==> src/sv/rgb2nv_pkg.sv <==
`default_nettype none
package rgb2nv_pkg;

  // Configuration register.
  localparam int unsigned CFG_W       = 13;
  localparam logic [CFG_W-1:0] WIDTH_RESET = 13'd640;

  // Pair sums and line store entry.
  localparam int unsigned SUM_W   = 9;
  localparam int unsigned ENTRY_W = 2 * SUM_W;

  // Width of the intermediate chroma and luma sums.
  localparam int unsigned ACC_W = 17;

  // BT.601 integer coefficients (magnitudes, signs applied in the datapath).
  localparam logic [7:0] COEF_YR = 8'd66;
  localparam logic [7:0] COEF_YG = 8'd129;
  localparam logic [7:0] COEF_YB = 8'd25;
  localparam logic [7:0] COEF_UR = 8'd38;
  localparam logic [7:0] COEF_UG = 8'd74;
  localparam logic [7:0] COEF_UB = 8'd112;
  localparam logic [7:0] COEF_VR = 8'd112;
  localparam logic [7:0] COEF_VG = 8'd94;
  localparam logic [7:0] COEF_VB = 8'd18;
  localparam logic [7:0] ROUND_HALF  = 8'd128;
  localparam logic [7:0] LUMA_OFFSET = 8'd16;
  // Rounding term plus the chroma offset of 128 taken before the shift.
  localparam logic [ACC_W-1:0] CHROMA_BIAS = 17'd32896;

  typedef struct packed {
    logic [7:0] red;
    logic [7:0] green;
    logic [7:0] blue;
    logic       start_of_frame;
  } in_pixel_t;

  typedef struct packed {
    logic [7:0] luma;
    logic       chroma_valid;
    logic [7:0] cb;
    logic [7:0] cr;
  } out_pixel_t;

  typedef struct packed {
    logic [7:0] y;
    logic [7:0] u;
    logic [7:0] v;
  } ycc_t;

  // Position of a pixel within its 2x2 block.
  typedef struct packed {
    logic odd_col;
    logic odd_row;
  } pos_tag_t;

endpackage
`default_nettype wire

==> src/sv/rgb2nv_color.sv <==
`default_nettype none
module rgb2nv_color (
  input  wire logic [7:0]   red,
  input  wire logic [7:0]   green,
  input  wire logic [7:0]   blue,
  output rgb2nv_pkg::ycc_t  ycc
);
  import rgb2nv_pkg::*;

  logic [ACC_W-1:0] r_w, g_w, b_w;
  logic [ACC_W-1:0] y_sum, u_pos, u_neg, v_pos, v_neg, u_sum, v_sum;

  assign r_w = ACC_W'(red);
  assign g_w = ACC_W'(green);
  assign b_w = ACC_W'(blue);

  always_comb begin
    y_sum = r_w * ACC_W'(COEF_YR) + g_w * ACC_W'(COEF_YG) + b_w * ACC_W'(COEF_YB)
            + ACC_W'(ROUND_HALF);
    u_pos = b_w * ACC_W'(COEF_UB) + CHROMA_BIAS;
    u_neg = r_w * ACC_W'(COEF_UR) + g_w * ACC_W'(COEF_UG);
    v_pos = r_w * ACC_W'(COEF_VR) + CHROMA_BIAS;
    v_neg = g_w * ACC_W'(COEF_VG) + b_w * ACC_W'(COEF_VB);
    // The bias keeps both differences positive, so a plain shift is a floor shift.
    u_sum = u_pos - u_neg;
    v_sum = v_pos - v_neg;
    ycc.y = y_sum[15:8] + LUMA_OFFSET;
    ycc.u = u_sum[15:8];
    ycc.v = v_sum[15:8];
  end

endmodule
`default_nettype wire

==> config.mk <==
export PLATFORM = sky130hd
export DESIGN_NAME = rgb2nv_color
export DESIGN_NICKNAME = d
export VERILOG_FILES = /design/src/sv/rgb2nv_pkg.sv /design/src/sv/rgb2nv_color.sv
export SDC_FILE = /design/constraint.sdc
export NUM_CORES = 1
export LEC_CHECK = 0
export BUFFER_PORTS_ARGS = -buffer_cell sky130_fd_sc_hd__buf_2
export CAP_MARGIN = 20
export CORE_MARGIN = 3
export CORE_UTILIZATION = 64
export DETAILED_ROUTE_END_ITERATION = 16
export PLACE_DENSITY = 0.84
export SYNTH_ARGS = -nofsm -noshare
export SYNTH_HDL_FRONTEND = slang
export SYNTH_SLANG_ARGS = --single-unit
==> constraint.sdc <==
create_clock -name vclk -period 9.75
set_clock_uncertainty 0.05 [all_clocks]
set_input_delay 1.95 -clock vclk [all_inputs]
set_output_delay 1.95 -clock vclk [all_outputs]
set_load 0.03 [all_outputs]
==> results of run 1 <==
cell type report:
class / count / area share (%)
Multi-Input combinational cell: 587 / 83.3
Tap cell: 136 / 2.19
Timing Repair Buffer: 66 / 5.00
Inverter: 196 / 9.46
routing by layer:
metal	vias to the layer above	share of wire [%]	wire, um
li1	2710	-	-
met1	2617	43	7070
met2	133	48	7850
met3	40	4.7	764
met4	0	3.7	595
met5	-	0	0
cell families after synthesis:
| family | synth area share, % |
|---|---|
| adders and majority gates | 64.4 |
| muxes | 0.158 |
| xor gates and xnor gates | 7.75 |
| buffers and inverters | 10.3 |
| AOI/OAI and AO/OA | 11.8 |
| and+or+nand+nor | 5.56 |
path summary, 6_finish.rpt:
check             startpoint  endpoint
setup / recovery    green[3]    ycc[7]
hold / removal      green[7]   ycc[15]
worst max-delay path: stages:
cell and delay [ps]:
buf_2 140, buf_4 190, fa_1 480, ha_1 290, inv_1 50, fa_1 520, inv_1 40, ha_1 320
a21o_1 210, a21oi_2 180, o21bai_1 120, a21oi_2 200, xor2_1 210, fa_1 450, ha_1 340, ha_1 360
and4_1 220, o211ai_1 90, nand3b_1 210, o31a_1 430, nand4_1 130, nor4bb_2 210, buf_4 200
synth_stat cells (all sizes together):
| library cell | count |
|---|---|
| o21a | 9 |
| or4 | 1 |
| o21bai | 16 |
| fa | 87 |
| nand3 | 8 |
| nor4bb | 1 |
| and4b | 1 |
| and4 | 1 |
| a21boi | 5 |
| xor2 | 16 |
| nor2b | 5 |
| mux2 | 1 |
| nand3b | 2 |
| and3b | 2 |
| nand2b | 6 |
| o311a | 1 |
| a21oi | 49 |
| inv | 196 |
| a211o | 2 |
| o2111ai | 2 |
| a2111o | 1 |
| o221ai | 2 |
| o211ai | 6 |
| a31oi | 3 |
| a21o | 16 |
| o22ai | 1 |
| nor4 | 1 |
| ha | 227 |
| nand4b | 1 |
| xnor2 | 47 |
| o21ai | 14 |
| nor2 | 27 |
| nor3 | 5 |
| o31a | 1 |
| and2 | 2 |
| nand4 | 1 |
| nand2 | 15 |
| a211oi | 1 |
| a221oi | 1 |
stage by stage:
stage | hold slack [ps] | area [um^2] | setup WS [ps]
2_1_floorplan | 4430 | 7120 | 68.0
3_3_place_gp | 4770 | 7650 | 126
3_5_place_dp | 4800 | 7650 | -6.35
4_1_cts | 4810 | 7650 | 3.54
5_1_grt | 4870 | 7770 | -48.2
6_report | 4810 | 7770 | 192
repair_timing:
action                                  4_1_cts  5_1_grt
endpoints found under the setup margin        2        4
pin swaps                                     0       11
gates cloned                                  0        0
resized for setup                             2       20
setup buffers                                 0        3
==> flow_summary.yaml, run 1 <==
outcome:
  status: "completed"
yosys:
  synth_top_area_share_pct: 39.9
  postSynthAreaPerCell_um2: 9.09
  synthesis.nets: 1121
  yosysWarnings: 0
  netlist_area_um2: 7120
  ys_top_cells_by_area: "ha_1, fa_1, inv_1, xnor2_1, a21oi_1"
  synth_area_leader_cell: "ha_1"
  synth_cell_type_count: 43
  yosysSeqAreaShare_pct: 0
  syn-instance-count: 783
timing:
  finalCritPeriodShare_pct: 98.0
  period_minus_slack_ps: 9560
  worst_pin_slew_ps: 480
  fmaxAchievable_mhz: 105
  max_slew_margin_pct: 67.8
  finalSetupViolations: 0
  hold_viol: 0
  drv_slew: 0
  tns_ps: 0
grt:
  grt_max_degree: 11
  grt_pass1_wl_mm: 27.7
  track_usage_pct: 26.8
  grt_pass1_vias: 6012
  use_met2_pct: 47.6
  top_usage_layer: "met2"
  grt.overflow.total: 0
  met1_usage_pct: 35.2
  use_met3_pct: 2.17
  antenna_found_initial: 0
floorplan:
  io_pins: 48
  fp.coreArea_um2: 10600
  die_area_um2: 12400
  die_w_um: 111
  initial_core_util_pct: 67.4
  rows: 37
  die_y_um: 111
drt:
  initialDrtViolationCount: 317
  wire_per_inst_um: 16.5
  viasPerCell: 5.58
  drc: 0
  num_vias: 5500
  drt_wl_total_mm: 16.3
  drtAntennaViolNets: 0
  dr.pass1.iters: 4
final_layout:
  final_common_cell: "ha_1"
  fin_nets: 1189
  clockBufferCount: 0
  fillers: 776
  layout_common_cells: "ha_1, inv_1, fa_1"
  multi_input_area_um2: 6480
  post-route-util_pct: 73.7
  fin_cells: 985
  seq_area_um2: 0
  diodes: 0
  area_growth_pct: 9.25
  drive_gt1_share_pct: 10.4
  seq_cells: 0
placed_design:
  dp_cells: 982
  port_buffers: 48
  place_congestion: 0.941
  dp_hpwl_mm: 14.2
hold_path:
  min_path_type: "in2out"
  min_path_cells: 7
worst_setup_path:
  endpoint_kind: "output pin"
  critPathKind: "in2out"
  crit_required_ps: 7750
  critPathMaxFanout: 6
  startpoint_type: "input port"
  cp_data_arrival_time_ps: 7560
clock_network:
  hold_buffers: 0
job:
  max_cap_viol_count: 0
Power of run 1 is not shown: default switching activity piles up to over one toggle a cycle in this logic, so the estimate is an artifact.
==> run 2, diff against run 1 <==
- ABC_AREA: unset -> 1
- CORE_MARGIN: 3 -> unset
- GPL_ROUTABILITY_DRIVEN: unset -> 1
- PLACE_DENSITY: 0.84 -> 0.83
==> run 2 against run 1 <==
Compared with the run above: hold slack better by 66 ps; first-iteration DRC count is 6.3% higher; routed wire length is 12% higher; synthesized cell count is 30% higher; non-clock buffer count is 17 lower; global-route usage is 3.3 points higher; sequential cell count stayed put; area after synthesis is 11% higher; design area is 7.3% higher; highest routed layer unchanged; critical path depth is 3 higher.
==> flow_summary.yaml, run 2 <==
grt:
  antenna_found_initial: 0
  grt_pass1_vias: 6563
  grt_max_degree: 11
  grt_pass1_wl_mm: 30.6
  track_usage_pct: 30.1
  grt.overflow.total: 0
yosys:
  synth_top_area_share_pct: 35.9
  synthesis.nets: 1355
  yosysSeqAreaShare_pct: 0
  synth_area_leader_cell: "ha_1"
  synth.most_common_cell: "inv_1"
  yosysWarnings: 0
  synth_commonest_cells: "inv_1, ha_1, nand2_1"
  syn-instance-count: 1017
  postSynthAreaPerCell_um2: 7.77
  netlist_area_um2: 7900
  ys_top_cells_by_area: "ha_1, fa_1, inv_1, nand2_1, xor2_1"
  synth_cell_type_count: 31
timing:
  max_slew_margin_pct: 66.2
  tns_ps: 0
  finalCritPeriodShare_pct: 96.7
  period_minus_slack_ps: 9430
  finalSetupViolations: 0
  drv_slew: 0
  hold_viol: 0
  worst_pin_slew_ps: 502
  fmaxAchievable_mhz: 106
worst_setup_path:
  critPathMaxFanout: 8
  startpoint_type: "input port"
  endpoint_kind: "output pin"
  crit_required_ps: 7750
  critPathKind: "in2out"
  cp_data_arrival_time_ps: 7430
placed_design:
  place_congestion: 0.944
  placed_area_um2: 8330
  dp_hpwl_mm: 16.1
  port_buffers: 48
drt:
  viasPerCell: 5.51
  num_vias: 6678
  wl_met2_mm: 8.21
  routed.top_layer: "met4"
  initialDrtViolationCount: 337
  dr.pass1.iters: 4
  wire_per_inst_um: 15.0
  drc: 0
  wl_met1_mm: 8.37
  met3RoutedLength_mm: 1.12
  drtAntennaViolNets: 0
  drt_wl_total_mm: 18.2
final_layout:
  layout_common_cells: "inv_1, ha_1, nand2_1"
  finalInstanceArea_um2: 8340
  seq_area_um2: 0
  seq_cells: 0
  drive_gt1_share_pct: 6.57
  clockBufferCount: 0
  final_common_cell: "inv_1"
  area_growth_pct: 5.57
  diodes: 0
  fin_nets: 1406
floorplan:
  io_pins: 48
  rows: 40
  die_y_um: 113
  die_w_um: 113
  die_area_um2: 12800
  fp.coreArea_um2: 12000
  initial_core_util_pct: 65.8
clock_network:
  hold_buffers: 0
job:
  max_cap_viol_count: 0
outcome:
  status: "completed"
hold_path:
  min_path_type: "in2out"
run 2: cell types whose count changed after synthesis, sizes merged, moves of 8 or more:
| cell | change |
|---|---|
| nor2 | +22 |
| a21o | -13 |
| xor2 | +27 |
| nand2 | +144 |
| o21ai | +8 |
| nand3 | +40 |
| xnor2 | -26 |
| inv | +50 |
| a21oi | +21 |
| o21a | -9 |
run 2: final timing paths:
| check | startpoint | to | slack (ps) | depth (start not counted) |
|---|---|---|---|---|
| setup / recovery | red[2] | ycc[22] | 320 | 26 |
| hold / removal | green[7] | ycc[15] | 4870 | 8 |
run 2: what timing repair did:
action                                  CTS  global route
setup buffers                             0             0
endpoints found under the setup margin    0             1
gates resized for setup                   0             3
run 2: area by class of cell:
type,instances,area (um^2)
Timing Repair Buffer,49,253
Inverter,247,927
Tap cell,147,184
Multi-Input combinational cell,770,6980
Fill cell,974,3670
run 2: kinds of logic (layout without fill, tap and decap cells):
logic type	Yosys count	count (layout)	synth area share, %
xor+xnor	64	64	7.09
simple gates	276	276	15.1
compound gates	116	116	8.14
buf+inv	247	296	11.7
fa+ha+maj	314	314	58.0
run 2: layer usage:
layer,vias to the layer above,track usage (%)
li1,3352,-
met1,3107,42.0
met2,188,50.8
met3,31,2.73
met4,0,6.58
met5,-,0
run 2: critical path: stages:
cell,delay [ps]
clkbuf_4,170
ha_1,310
ha_1,300
ha_1,320
inv_1,60
fa_1,480
inv_1,50
fa_1,510
inv_1,50
fa_1,480
inv_1,60
fa_1,530
inv_1,60
fa_1,530
inv_1,50
ha_1,350
nand2_1,120
inv_2,60
nand2_1,60
nand2_1,80
a21oi_2,150
nand3_1,100
nand2_2,90
ha_1,150
xor2_1,150
clkbuf_4,210
run 2: stage by stage:
stage               setup WS [ps]  utilization, %  hold slack (ps)  cells
floorplan                     667               -             4420   1017
global placement              396            69.4             4830   1213
detailed placement            328            69.4             4880   1213
CTS                           293            69.4             4880   1213
global route                -6.57            69.5             4950   1213
finish                        322            69.5             4870   1213
Power of run 2 is left out for the same reason.
==> run 3, diff against run 2 <==
- MAX_ROUTING_LAYER: unset -> met4
==> run 3 against run 2 <==
Compared with the run above: non-clock buffer count increased by 1; utilization about the same; sequential cell count unchanged; via count about the same; die area unchanged; critical path depth unchanged; setup slack improved by 42 ps; sequential share of layout area unchanged; maximum frequency increased by 0.45%; largest cell class unchanged; design area about the same; routed wire length increased by 0.93%.
==> flow_summary.yaml, run 3 (synthesized netlist as in run 2, its figures left out) <==
final_layout:
  fin_nets: 1407
  final_common_cell: "inv_1"
  finalInstanceArea_um2: 8340
  layout_common_cells: "inv_1, ha_1, nand2_1"
  area_growth_pct: 5.56
  clockBufferCount: 0
  drive_gt1_share_pct: 6.56
  seq_area_um2: 0
  post-route-util_pct: 69.4
  diodes: 0
  seq_cells: 0
placed_design:
  pre_cts_ws_ps: 367
  port_buffers: 48
  place_congestion: 0.933
  dp_hpwl_mm: 16.3
  placed_area_um2: 8340
timing:
  hold_viol: 0
  rsz0062_at_grt: "false"
  fmaxAchievable_mhz: 107
  worst_pin_slew_ps: 477
  finalCritPeriodShare_pct: 96.3
  fin_ws_ps: 364
  drv_slew: 0
  max_slew_margin_pct: 67.9
  finalSetupViolations: 0
  tns_ps: 0
  period_minus_slack_ps: 9390
worst_setup_path:
  critPathMaxFanout: 8
  crit_top_cell: "inv_1"
  crit_required_ps: 7750
  startpoint_type: "input port"
  crit_family: "adder cells"
  critPathSlowestCell: "fa_1"
  critPathKind: "in2out"
  worst-path-buf-inv: 9
  slowest_delay_ps: 530
  endpoint_kind: "output pin"
  cp_data_arrival_time_ps: 7390
drt:
  dr.pass1.iters: 5
  viasPerCell: 5.50
  wire_per_inst_um: 15.1
  drc: 0
  drtAntennaViolNets: 0
  initialDrtViolationCount: 310
  drt_wl_total_mm: 18.3
  num_vias: 6680
grt:
  track_usage_pct: 31.4
  grt_pass1_wl_mm: 30.8
  grt.overflow.total: 0
  antenna_found_initial: 0
  grt_pass1_vias: 6629
  grt_max_degree: 11
job:
  max_cap_viol_count: 0
hold_path:
  min_path_type: "in2out"
floorplan:
  rows: 40
  die_w_um: 113
  die_area_um2: 12800
  fp.coreArea_um2: 12000
  initial_core_util_pct: 65.8
  die_y_um: 113
  io_pins: 48
outcome:
  status: "completed"
clock_network:
  hold_buffers: 0
  post_cts_buffers: 0
  cts_resized: 0
[run 3: cell count changes in the layout (fill, tap and decap cells not counted)]
cell and delta:
buf_4 +1, a21oi_2 -1, a21oi_1 +1, buf_2 +2, clkbuf_4 -2
[run 3: layer usage]
metal / vias up / GRT usage (%) / wire length, um / share of wire (%)
met2: 172 / 51.0 / 8190 / 45
met1: 3131 / 41.0 / 8300 / 45
li1: 3341 / - / - / -
met5: - / - / 0 / 0
met4: 0 / 9.74 / 605 / 3.3
met3: 36 / 3.70 / 1240 / 6.7
[run 3: path summary, 6_finish.rpt]
kind | cells past startpoint | end | from | slack (ps)
setup / recovery | 26 | ycc[22] | red[2] | 360
hold / removal | 7 | ycc[12] | red[0] | 4850
[run 3: cell type report]
cell class	count	area, um^2
Fill cell	998	3670
Timing Repair Buffer	50	255
Inverter	247	927
Multi-Input combinational cell	770	6980
Tap cell	147	184
[run 3: per-stage QoR]
stage | instances | hold slack (ps)
after global placement | 1214 | 4830
final | 1214 | 4850
after floorplan | 1017 | 4420
after CTS | 1214 | 4840
after global routing | 1214 | 4890
after detailed placement | 1214 | 4840
Power of run 3 is left out for the same reason.
